<file path="src/hw/rtl/maps_pkg.sv">
`timescale 1ns / 1ps
// ----------------------------------------------------------------------------
// maps_pkg: shared types and constants for the masked aligned pattern search
// Register map, field widths and the compare configuration bundle.
// ----------------------------------------------------------------------------
package maps_pkg;

	// Field and register widths
	localparam int CFG_DATA_W  = 64;
	localparam int CFG_IDX_W   = 3;
	localparam int OFS_W       = 32;
	localparam int STEP_W      = 16;
	localparam int PLEN_W      = 5;
	localparam int NEEDLE_BYTES = 16;
	localparam int NEEDLE_W    = 8 * NEEDLE_BYTES;

	// Default window depth (1 to NEEDLE_BYTES)
	localparam int MAX_PATTERN_DEF = 16;

	// Register indexes
	typedef enum logic [CFG_IDX_W-1:0] {
		CFG_NEEDLE_LO  = 3'd0,
		CFG_NEEDLE_HI  = 3'd1,
		CFG_MASK_LO    = 3'd2,
		CFG_MASK_HI    = 3'd3,
		CFG_MASK_EN    = 3'd4,
		CFG_PAT_LEN    = 3'd5,
		CFG_ALIGN_STEP = 3'd6,
		CFG_START_OFS  = 3'd7
	} cfg_idx_t;

	// Everything the window compare needs from the register file
	typedef struct packed {
		logic [NEEDLE_W-1:0] needle;
		logic [NEEDLE_W-1:0] mask;
		logic                mask_en;
	} cmp_cfg_t;

endpackage

</file>
<file path="src/hw/rtl/maps_window_cmp.sv">
`timescale 1ns / 1ps
// ----------------------------------------------------------------------------
// maps_window_cmp: parallel masked compare of the byte window with the needle
// Needle byte i lines up with window entry len-1-i (entry 0 is the newest).
// ----------------------------------------------------------------------------
module maps_window_cmp import maps_pkg::*; #(
	parameter int MAX_PATTERN = MAX_PATTERN_DEF,
	localparam int LEN_W = $clog2(MAX_PATTERN + 1),
	localparam int IDX_W = (MAX_PATTERN > 1) ? $clog2(MAX_PATTERN) : 1
) (
	input  logic [MAX_PATTERN-1:0][7:0] window,
	input  logic [LEN_W-1:0]            len,
	input  cmp_cfg_t                    cfg,
	output logic                        match
);

	// One byte lane per needle position, all independent
	always_comb begin
		logic [LEN_W-1:0] idx_full;
		logic [IDX_W-1:0] idx;
		logic [7:0]       w_byte;
		logic [7:0]       n_byte;
		logic [7:0]       m_byte;
		match = 1'b1;
		for (int i = 0; i < MAX_PATTERN; i++) begin
			idx_full = len - LEN_W'(1) - LEN_W'(i);
			idx      = idx_full[IDX_W-1:0];
			w_byte   = window[idx];
			n_byte   = cfg.needle[8*i +: 8];
			m_byte   = cfg.mask_en ? cfg.mask[8*i +: 8] : 8'hFF;
			if ((LEN_W'(i) < len) && ((w_byte & m_byte) != (n_byte & m_byte))) begin
				match = 1'b0;
			end
		end
	end

endmodule

</file>
<file path="src/hw/rtl/masked_aligned_pattern_search.sv">
`timescale 1ns / 1ps
// ----------------------------------------------------------------------------
// masked_aligned_pattern_search: streamed masked byte pattern search
// Output: a result word is registered in the output register, or in the skid
//   entry while the output word is held by out_stall.
// Throughput: one byte per cycle while in_stall is low; the window compare
//   is a single parallel stage between search state and output register.
// Reset: arst_n clears registers and search state at once; no clearing pass.
// ----------------------------------------------------------------------------
module masked_aligned_pattern_search import maps_pkg::*; #(
	parameter int MAX_PATTERN = MAX_PATTERN_DEF
) (
	input  logic                  clk,
	input  logic                  arst_n,
	// configuration
	input  logic                  cfg_write,
	input  logic [CFG_IDX_W-1:0]  cfg_index,
	input  logic [CFG_DATA_W-1:0] cfg_data,
	// image byte stream
	input  logic                  in_valid,
	output logic                  in_stall,
	input  logic [7:0]            image_byte,
	input  logic                  last_byte,
	// search result
	output logic                  out_valid,
	input  logic                  out_stall,
	output logic                  found,
	output logic [OFS_W-1:0]      match_offset
);

	localparam int LEN_W = $clog2(MAX_PATTERN + 1);

	// Register file
	logic [CFG_DATA_W-1:0] needle_lo_q, needle_hi_q, mask_lo_q, mask_hi_q;
	logic                  mask_en_q;
	logic [PLEN_W-1:0]     pat_len_q;
	logic [STEP_W-1:0]     align_step_q;
	logic [OFS_W-1:0]      start_ofs_q;

	// Search state
	logic [MAX_PATTERN-1:0][7:0] window_q;
	logic [MAX_PATTERN-1:0][7:0] window_nx;
	logic [OFS_W-1:0]            count_q;
	logic [STEP_W-1:0]           phase_q;
	logic                        done_q;

	// Output register and skid entry
	logic             out_valid_q, skid_valid_q;
	logic             out_found_q, skid_found_q;
	logic [OFS_W-1:0] out_ofs_q, skid_ofs_q;

	logic             in_acc, out_take;
	logic [LEN_W-1:0] len_eff, len_m1;
	logic [STEP_W-1:0] step_eff;
	logic             fits, match, hit;
	logic [OFS_W-1:0] cand;
	logic [STEP_W:0]  phase_inc;
	logic [STEP_W-1:0] phase_nx;
	logic             res_valid;
	logic [OFS_W-1:0] res_ofs;
	cmp_cfg_t         cmp_cfg;

	assign in_stall  = skid_valid_q;
	assign in_acc    = in_valid && !skid_valid_q;
	assign out_take  = out_valid_q && !out_stall;

	assign out_valid    = out_valid_q;
	assign found        = out_found_q;
	assign match_offset = out_ofs_q;

	// Register writes
	always_ff @(posedge clk or negedge arst_n) begin
		if (!arst_n) begin
			needle_lo_q  <= '0;
			needle_hi_q  <= '0;
			mask_lo_q    <= '0;
			mask_hi_q    <= '0;
			mask_en_q    <= 1'b0;
			pat_len_q    <= PLEN_W'(1);
			align_step_q <= STEP_W'(1);
			start_ofs_q  <= '0;
		end else if (cfg_write) begin
			case (cfg_index)
				CFG_NEEDLE_LO:  needle_lo_q  <= cfg_data;
				CFG_NEEDLE_HI:  needle_hi_q  <= cfg_data;
				CFG_MASK_LO:    mask_lo_q    <= cfg_data;
				CFG_MASK_HI:    mask_hi_q    <= cfg_data;
				CFG_MASK_EN:    mask_en_q    <= cfg_data[0];
				CFG_PAT_LEN:    pat_len_q    <= cfg_data[PLEN_W-1:0];
				CFG_ALIGN_STEP: align_step_q <= cfg_data[STEP_W-1:0];
				CFG_START_OFS:  start_ofs_q  <= cfg_data[OFS_W-1:0];
				default: ;
			endcase
		end
	end

	// Effective length (zero reads as one, saturate at window depth) and step
	always_comb begin
		if (pat_len_q == '0) begin
			len_eff = LEN_W'(1);
		end else if (pat_len_q > PLEN_W'(MAX_PATTERN)) begin
			len_eff = LEN_W'(MAX_PATTERN);
		end else begin
			len_eff = LEN_W'(pat_len_q);
		end
		step_eff = (align_step_q == '0) ? STEP_W'(1) : align_step_q;
	end

	// Window after shifting in the new byte
	always_comb begin
		window_nx[0] = image_byte;
		for (int k = 1; k < MAX_PATTERN; k++) begin
			window_nx[k] = window_q[k-1];
		end
	end

	// Candidate offset and alignment phase
	assign len_m1    = len_eff - LEN_W'(1);
	assign fits      = {1'b0, count_q} >= ({1'b0, start_ofs_q} + (OFS_W+1)'(len_m1));
	assign cand      = count_q - OFS_W'(len_m1);
	assign phase_inc = {1'b0, phase_q} + (STEP_W+1)'(1);

	always_comb begin
		if (cand == start_ofs_q) begin
			phase_nx = '0;
		end else if (phase_inc >= {1'b0, step_eff}) begin
			phase_nx = '0;
		end else begin
			phase_nx = phase_inc[STEP_W-1:0];
		end
	end

	assign cmp_cfg.needle  = {needle_hi_q, needle_lo_q};
	assign cmp_cfg.mask    = {mask_hi_q, mask_lo_q};
	assign cmp_cfg.mask_en = mask_en_q;

	maps_window_cmp #(
		.MAX_PATTERN(MAX_PATTERN)
	) u_cmp (
		.window(window_nx),
		.len   (len_eff),
		.cfg   (cmp_cfg),
		.match (match)
	);

	// A result word: first match, or not-found on the final byte
	assign hit       = fits && (phase_nx == '0) && match;
	assign res_valid = in_acc && !done_q && (hit || last_byte);
	assign res_ofs   = hit ? cand : '0;

	// Search state update; the final byte returns everything to reset
	always_ff @(posedge clk or negedge arst_n) begin
		if (!arst_n) begin
			window_q <= '0;
			count_q  <= '0;
			phase_q  <= '0;
			done_q   <= 1'b0;
		end else if (in_acc) begin
			if (last_byte) begin
				window_q <= '0;
				count_q  <= '0;
				phase_q  <= '0;
				done_q   <= 1'b0;
			end else if (!done_q) begin
				window_q <= window_nx;
				count_q  <= count_q + OFS_W'(1);
				if (fits) begin
					phase_q <= phase_nx;
				end
				if (hit) begin
					done_q <= 1'b1;
				end
			end
		end
	end

	// Output and skid valid flags
	always_ff @(posedge clk or negedge arst_n) begin
		if (!arst_n) begin
			out_valid_q  <= 1'b0;
			skid_valid_q <= 1'b0;
		end else begin
			if (!out_valid_q || out_take) begin
				out_valid_q  <= skid_valid_q || res_valid;
				skid_valid_q <= 1'b0;
			end else if (res_valid) begin
				skid_valid_q <= 1'b1;
			end
		end
	end

	// Output and skid word data
	always_ff @(posedge clk) begin
		if (!out_valid_q || out_take) begin
			if (skid_valid_q) begin
				out_found_q <= skid_found_q;
				out_ofs_q   <= skid_ofs_q;
			end else if (res_valid) begin
				out_found_q <= hit;
				out_ofs_q   <= res_ofs;
			end
		end else if (res_valid) begin
			skid_found_q <= hit;
			skid_ofs_q   <= res_ofs;
		end
	end

	// Skid entry is only ever filled behind a held output word
	a_skid_behind_out: assert property (@(posedge clk) disable iff (!arst_n)
		skid_valid_q |-> out_valid_q)
		else $error("skid word valid with empty output register");

	// A not-found word carries a zero offset
	a_notfound_zero: assert property (@(posedge clk) disable iff (!arst_n)
		(out_valid_q && !out_found_q) |-> (out_ofs_q == '0))
		else $error("not-found word with nonzero offset");

	// After a match no further word is produced for the same image
	a_done_silent: assert property (@(posedge clk) disable iff (!arst_n)
		done_q |-> !res_valid)
		else $error("result produced after match");

	// The final byte restarts the search
	a_last_clears: assert property (@(posedge clk) disable iff (!arst_n)
		(in_acc && last_byte) |=> (count_q == '0 && phase_q == '0 && !done_q))
		else $error("search state not cleared after final byte");

endmodule

</file>
<file path="config.mk">
export PLATFORM = sky130hd
export DESIGN_NAME = masked_aligned_pattern_search
export DESIGN_NICKNAME = d
export VERILOG_FILES = /design/src/hw/rtl/maps_pkg.sv /design/src/hw/rtl/maps_window_cmp.sv /design/src/hw/rtl/masked_aligned_pattern_search.sv
export SDC_FILE = /design/constraint.sdc
export NUM_CORES = 1
export LEC_CHECK = 0
export ABC_AREA = 1
export ABC_CLOCK_PERIOD_IN_PS = 23700
export BUFFER_PORTS_ARGS = -buffer_cell sky130_fd_sc_hd__buf_2
export CORE_ASPECT_RATIO = 0.5
export CORE_MARGIN = 2
export CORE_UTILIZATION = 40
export DETAILED_ROUTE_END_ITERATION = 10
export PLACE_DENSITY = 0.63
export SLEW_MARGIN = 5
export SYNTH_ARGS = -nofsm -noshare
export SYNTH_HDL_FRONTEND = slang
export SYNTH_SLANG_ARGS = --single-unit
</file>
<file path="constraint.sdc">
create_clock -name clk -period 23.7 [get_ports clk]
set_input_delay 1.185 -clock clk [delete_from_list [all_inputs] [get_ports clk]]
set_output_delay 1.185 -clock clk [all_outputs]
set_load 0.02 [all_outputs]
</file>
==> results summary <==
The number of synthesized flops with an enable pin is 66. The site row count came out at 76. The largest individual stage delay along the critical path comes from the cell sky130_fd_sc_hd__a21oi_4. The worst slack on hold paths came out at 0.478 ns. TritonCTS built the clock tree. The number of hold-slack violations in the final timing report was 0. In this run, the number of DRC markers left after iteration 0 of detailed routing was 3690.

The netlist area before placement came out at 34800 um2. The clock sink total came out at 547. The multi-input gate area in the final layout is 18200 um2. The clock reaches the later pin of the worst-skew pair after 0.64 ns.

The worst hold path belongs to the class flip-flop to flip-flop. Counting cells, the worst reg-to-reg path comes to 38. The number of buffers inserted to repair setup after CTS is 0. At the worst endpoint, the required time is 23.93 ns. The final max-slew violation count came out at 0. The post-placement setup slack is 15.12 ns. The number of endpoints failing setup at the final stage came out at 0. The number of buffers added by the clock tree synthesis step came out at 56. The most area-hungry cell type in the Yosys netlist is sky130_fd_sc_hd__dfrtp_1.

The biggest fanout along the worst timing path is 70. The switching power share of the total came out at 46.4%. The synthesized netlist devotes 2.59% of its cell area to adder and majority cells. The synthesized netlist devotes 11.7% of its cell area to compound gates. The sum of met2 wire segment lengths after detailed routing is 52.5 mm. Setup repair after global routing left no endpoint under its margin. The total power divided by cell area is 105 nW/um2.

In the layout the commonest cells are sky130_fd_sc_hd__nand2_1 (1845), sky130_fd_sc_hd__nand3_1 (485), sky130_fd_sc_hd__dfrtp_1 (479). The number of I/O pins is 116. After detailed routing, no signal wire sits above met4. The post-synthesis average cell area came out at 6.91 um2. The pin count of the biggest net entering global routing is 106. The height of the die came out at 213 um. The sum of routed wire length over all layers came out at 123 mm. The period utilization came out at 36.5%. Of all flip-flops after synthesis, the portion carrying an async set or reset was 87.9%. The synthesis-to-layout area growth came out at 9.35%.

Of the total synthesized cell area, the portion taken by AND, OR, NAND and NOR gates is 35.6%. The die outline area is 89600 um2. The total placed cells including tap cells is 6112. The largest buffer count on any clock path came out at 3. The total area of sequential cells is 14000 um2. The remaining antenna violation count after routing is 0. The post-detailed-route wirelength per cell came out at 19.8 um. The number of iterations in the first detailed-routing pass is 7. By area, the combinational part of the netlist is dominated by simple AND/OR/NAND/NOR gates. The clock arrives with 0.0341 ns of skew. The total negative slack for setup checks came out at 0 ns.

The horizontal extent of the die came out at 421 um. The number of instances in the synthesized netlist is 5039. The clock network power share is 23.7%. The via total after detailed routing came out at 34000. The post-route met1 wirelength came out at 56.6 mm. The effective utilization at floorplan came out at 40.4%. Input and output buffers added on the ports amount to 115. The startpoint of the worst register-to-register path is pat_len_q[4]. The number of cells on the worst hold path came out at 2. The share of total power dissipated in sequential elements is 28.7%. The combined global-route utilization of all metal layers came out at 27.3%.

Multiplexer cells account for 0% of the synthesized area. The via count of the first global-routing pass came out at 31400. The switching power came out at 1.85 mW. The number of unique standard cell types used by synthesis is 56. The post-route non-filler standard cell count came out at 6215. The worst-case IR drop observed on VDD is 0.0000749 V. By instance count, the cell type seen most on the critical path is sky130_fd_sc_hd__nor2_1. For this run, the leading register cell type out of synthesis is sky130_fd_sc_hd__dfrtp_1. The endpoint of the worst-slack reg-to-reg timing path is match_offset[13].

The global placement routability congestion is 0.970. The number of fill cells is 8906. The slack of the worst reg-to-reg path is 15.06 ns. The last element of the critical path is match_offset[13]. The transition time at the pin with the least slew margin is 1.24 ns. The worst path in the final design needs a cycle of 8.64 ns, including I/O delays and setup. The number of antenna violations at the first check in global routing is 0.

Across the run, the number of max-cap violations was 0. The number of synthesized register bits came out at 547. The worst path setup slack after routing came out at 15.06 ns. The total number of yosys warnings came out at 0. The first global-routing pass estimated 190 mm of wire. The number of nets in the final layout is 5152. The overall power of the completed layout is 3.98 mW.

The HPWL after detailed placement is 91.7 mm. The hold buffer count at cts came out at 0. In this run the static leakage power is 19.3 nW. The final global-route overflow total came out at 0. The portion of total power attributed to combinational logic came out at 47.5%. The final core utilization came out at 44.2%.

The fraction of final layout cells with drive strength greater than 1 is 7.70%. Yosys attributes the largest share of cell area to sky130_fd_sc_hd__dfrtp_1 (34%), sky130_fd_sc_hd__nand2_1 (20%), sky130_fd_sc_hd__nand3_1 (7.0%). The design internal power came out at 2.13 mW. The clock transition at the register clock pins on the worst setup and hold paths after CTS is 0.06 ns. STA classifies the critical path startpoint as a flip-flop. The most critical setup path has its startpoint at pat_len_q[4].

The placed cell area came out at 36200 um2. The post-synthesis net count is 5191. The critical path is of the flip-flop to flip-flop type.

After clock tree synthesis, the repair step resized 0 gates. After Yosys synthesis, XOR and XNOR cells account for 2.04% of the synthesized area. The routed design uses 10.2 mm of met3 wire. The area of the core is 86200 um2. The run finished with clean final reports. For this run, design rule violations remaining after detail routing come to 0.

The upper clock frequency limit is 116 MHz. The endpoint class of the critical path is a flip-flop. The normalized max-slew margin is 17.3%.

The tree is rooted in a sky130_fd_sc_hd__clkbuf_16. The share of synthesized area in the top cell type comes to 34.4%. The data arrival time at the worst-slack endpoint is 8.87 ns. The most common cell after layout, fill and taps aside is sky130_fd_sc_hd__nand2_1. The longest individual stage delay on the worst path came out at 0.91 ns.

The maximum level of the CTS H-tree came out at 2. For this run, the register share of the synthesized area comes to 40.3%. The finished cells cover 38100 um2. The via density per instance is 5.46.
## sequential cells by signal (all words and copies together), names as in the netlist
register,cells
needle_lo_q,64
in_stall,1
phase_q,16
mask_hi_q,64
pat_len_q,5
mask_en_q,1
align_step_q,16
count_q,32
out_valid,1
skid_found_q,1
skid_ofs_q,32
mask_lo_q,64
window_nx,120
found,1
needle_hi_q,64
match_offset,32
start_ofs_q,32
done_q,1
## power by group through the flow
stage / logic (mW) / clock network [mW] / registers [mW]
3_5_place_dp: 1.85 / 0 / 1.16
3_3_place_gp: 1.82 / 0 / 1.16
6_report: 1.89 / 0.946 / 1.14
5_1_grt: 2.09 / 0.998 / 1.16
4_1_cts: 1.85 / 0.962 / 1.14
2_1_floorplan: 1.24 / 0 / 1.14
## layout make-up
| type | count | area share [%] |
|---|---|---|
| antenna | 3 | 0.0197 |
| clock buffer | 77 | 4.24 |
| clock inverter | 23 | 0.736 |
| inverter | 446 | 4.41 |
| multi-input combinational | 3801 | 47.7 |
| sequential | 547 | 36.8 |
| tap | 1170 | 3.85 |
| timing repair buffer | 148 | 2.19 |
## worst max-delay path: cells and delay by family (launching register included)
kind                     cells  cell delay (ns)
adder cells (fa/ha/maj)      3             1.14
AO/OA/AOI/OAI                4             1.51
AND/OR/NAND/NOR             27             4.05
XOR/XNOR                     1             0.17
flip-flops                   1             0.46
buffers and inverters        3             0.90
## kinds of logic (layout without fill, tap and decap cells)
| logic type | count (synthesis) | in the layout |
|---|---|---|
| AO/OA/AOI/OAI | 750 | 750 |
| XOR/XNOR | 78 | 78 |
| adder cells (fa/ha/maj) | 71 | 71 |
| buffers and inverters | 691 | 694 |
| flip-flops | 547 | 547 |
| other | 0 | 3 |
| AND/OR/NAND/NOR | 2902 | 2902 |
## worst min path at each step
stage                   from             to
5_1_grt        mask_lo_q[33]  mask_lo_q[33]
3_5_place_dp   mask_lo_q[10]  mask_lo_q[10]
2_1_floorplan  mask_hi_q[10]  mask_hi_q[10]
6_report       mask_hi_q[62]  mask_hi_q[62]
3_3_place_gp   mask_hi_q[53]  mask_hi_q[53]
4_1_cts         mask_hi_q[6]   mask_hi_q[6]
## cells in the mapped netlist (6+ instances only)
cell type / count
sky130_fd_sc_hd__nand2_1: 1851
sky130_fd_sc_hd__nand3_1: 486
sky130_fd_sc_hd__dfrtp_1: 479
sky130_fd_sc_hd__o21ai_0: 469
sky130_fd_sc_hd__inv_1: 436
sky130_fd_sc_hd__nor2_1: 236
sky130_fd_sc_hd__clkbuf_1: 165
sky130_fd_sc_hd__o22ai_1: 124
sky130_fd_sc_hd__nand4_1: 91
sky130_fd_sc_hd__or2_2: 78
sky130_fd_sc_hd__ha_1: 69
sky130_fd_sc_hd__edfxtp_1: 66
sky130_fd_sc_hd__a21oi_1: 65
sky130_fd_sc_hd__xor2_1: 58
sky130_fd_sc_hd__nand3b_1: 45
sky130_fd_sc_hd__buf_2: 40
sky130_fd_sc_hd__nor3_1: 36
sky130_fd_sc_hd__buf_1: 33
sky130_fd_sc_hd__o211ai_1: 33
sky130_fd_sc_hd__o21ai_1: 25
sky130_fd_sc_hd__nor2_2: 23
sky130_fd_sc_hd__nor4_1: 19
sky130_fd_sc_hd__xnor2_1: 18
sky130_fd_sc_hd__nand2_2: 11
sky130_fd_sc_hd__o21a_1: 11
sky130_fd_sc_hd__buf_6: 7
sky130_fd_sc_hd__or2_1: 7
sky130_fd_sc_hd__a21o_1: 6
sky130_fd_sc_hd__inv_2: 6
## metal layers
layer	track usage, %	up-vias
met4	8.32	0
met2	41.5	1195
met1	39.4	16200
met3	5.06	189
met5	0	-
li1	-	16400
No activity file was read; power rests on OpenSTA's default activity.
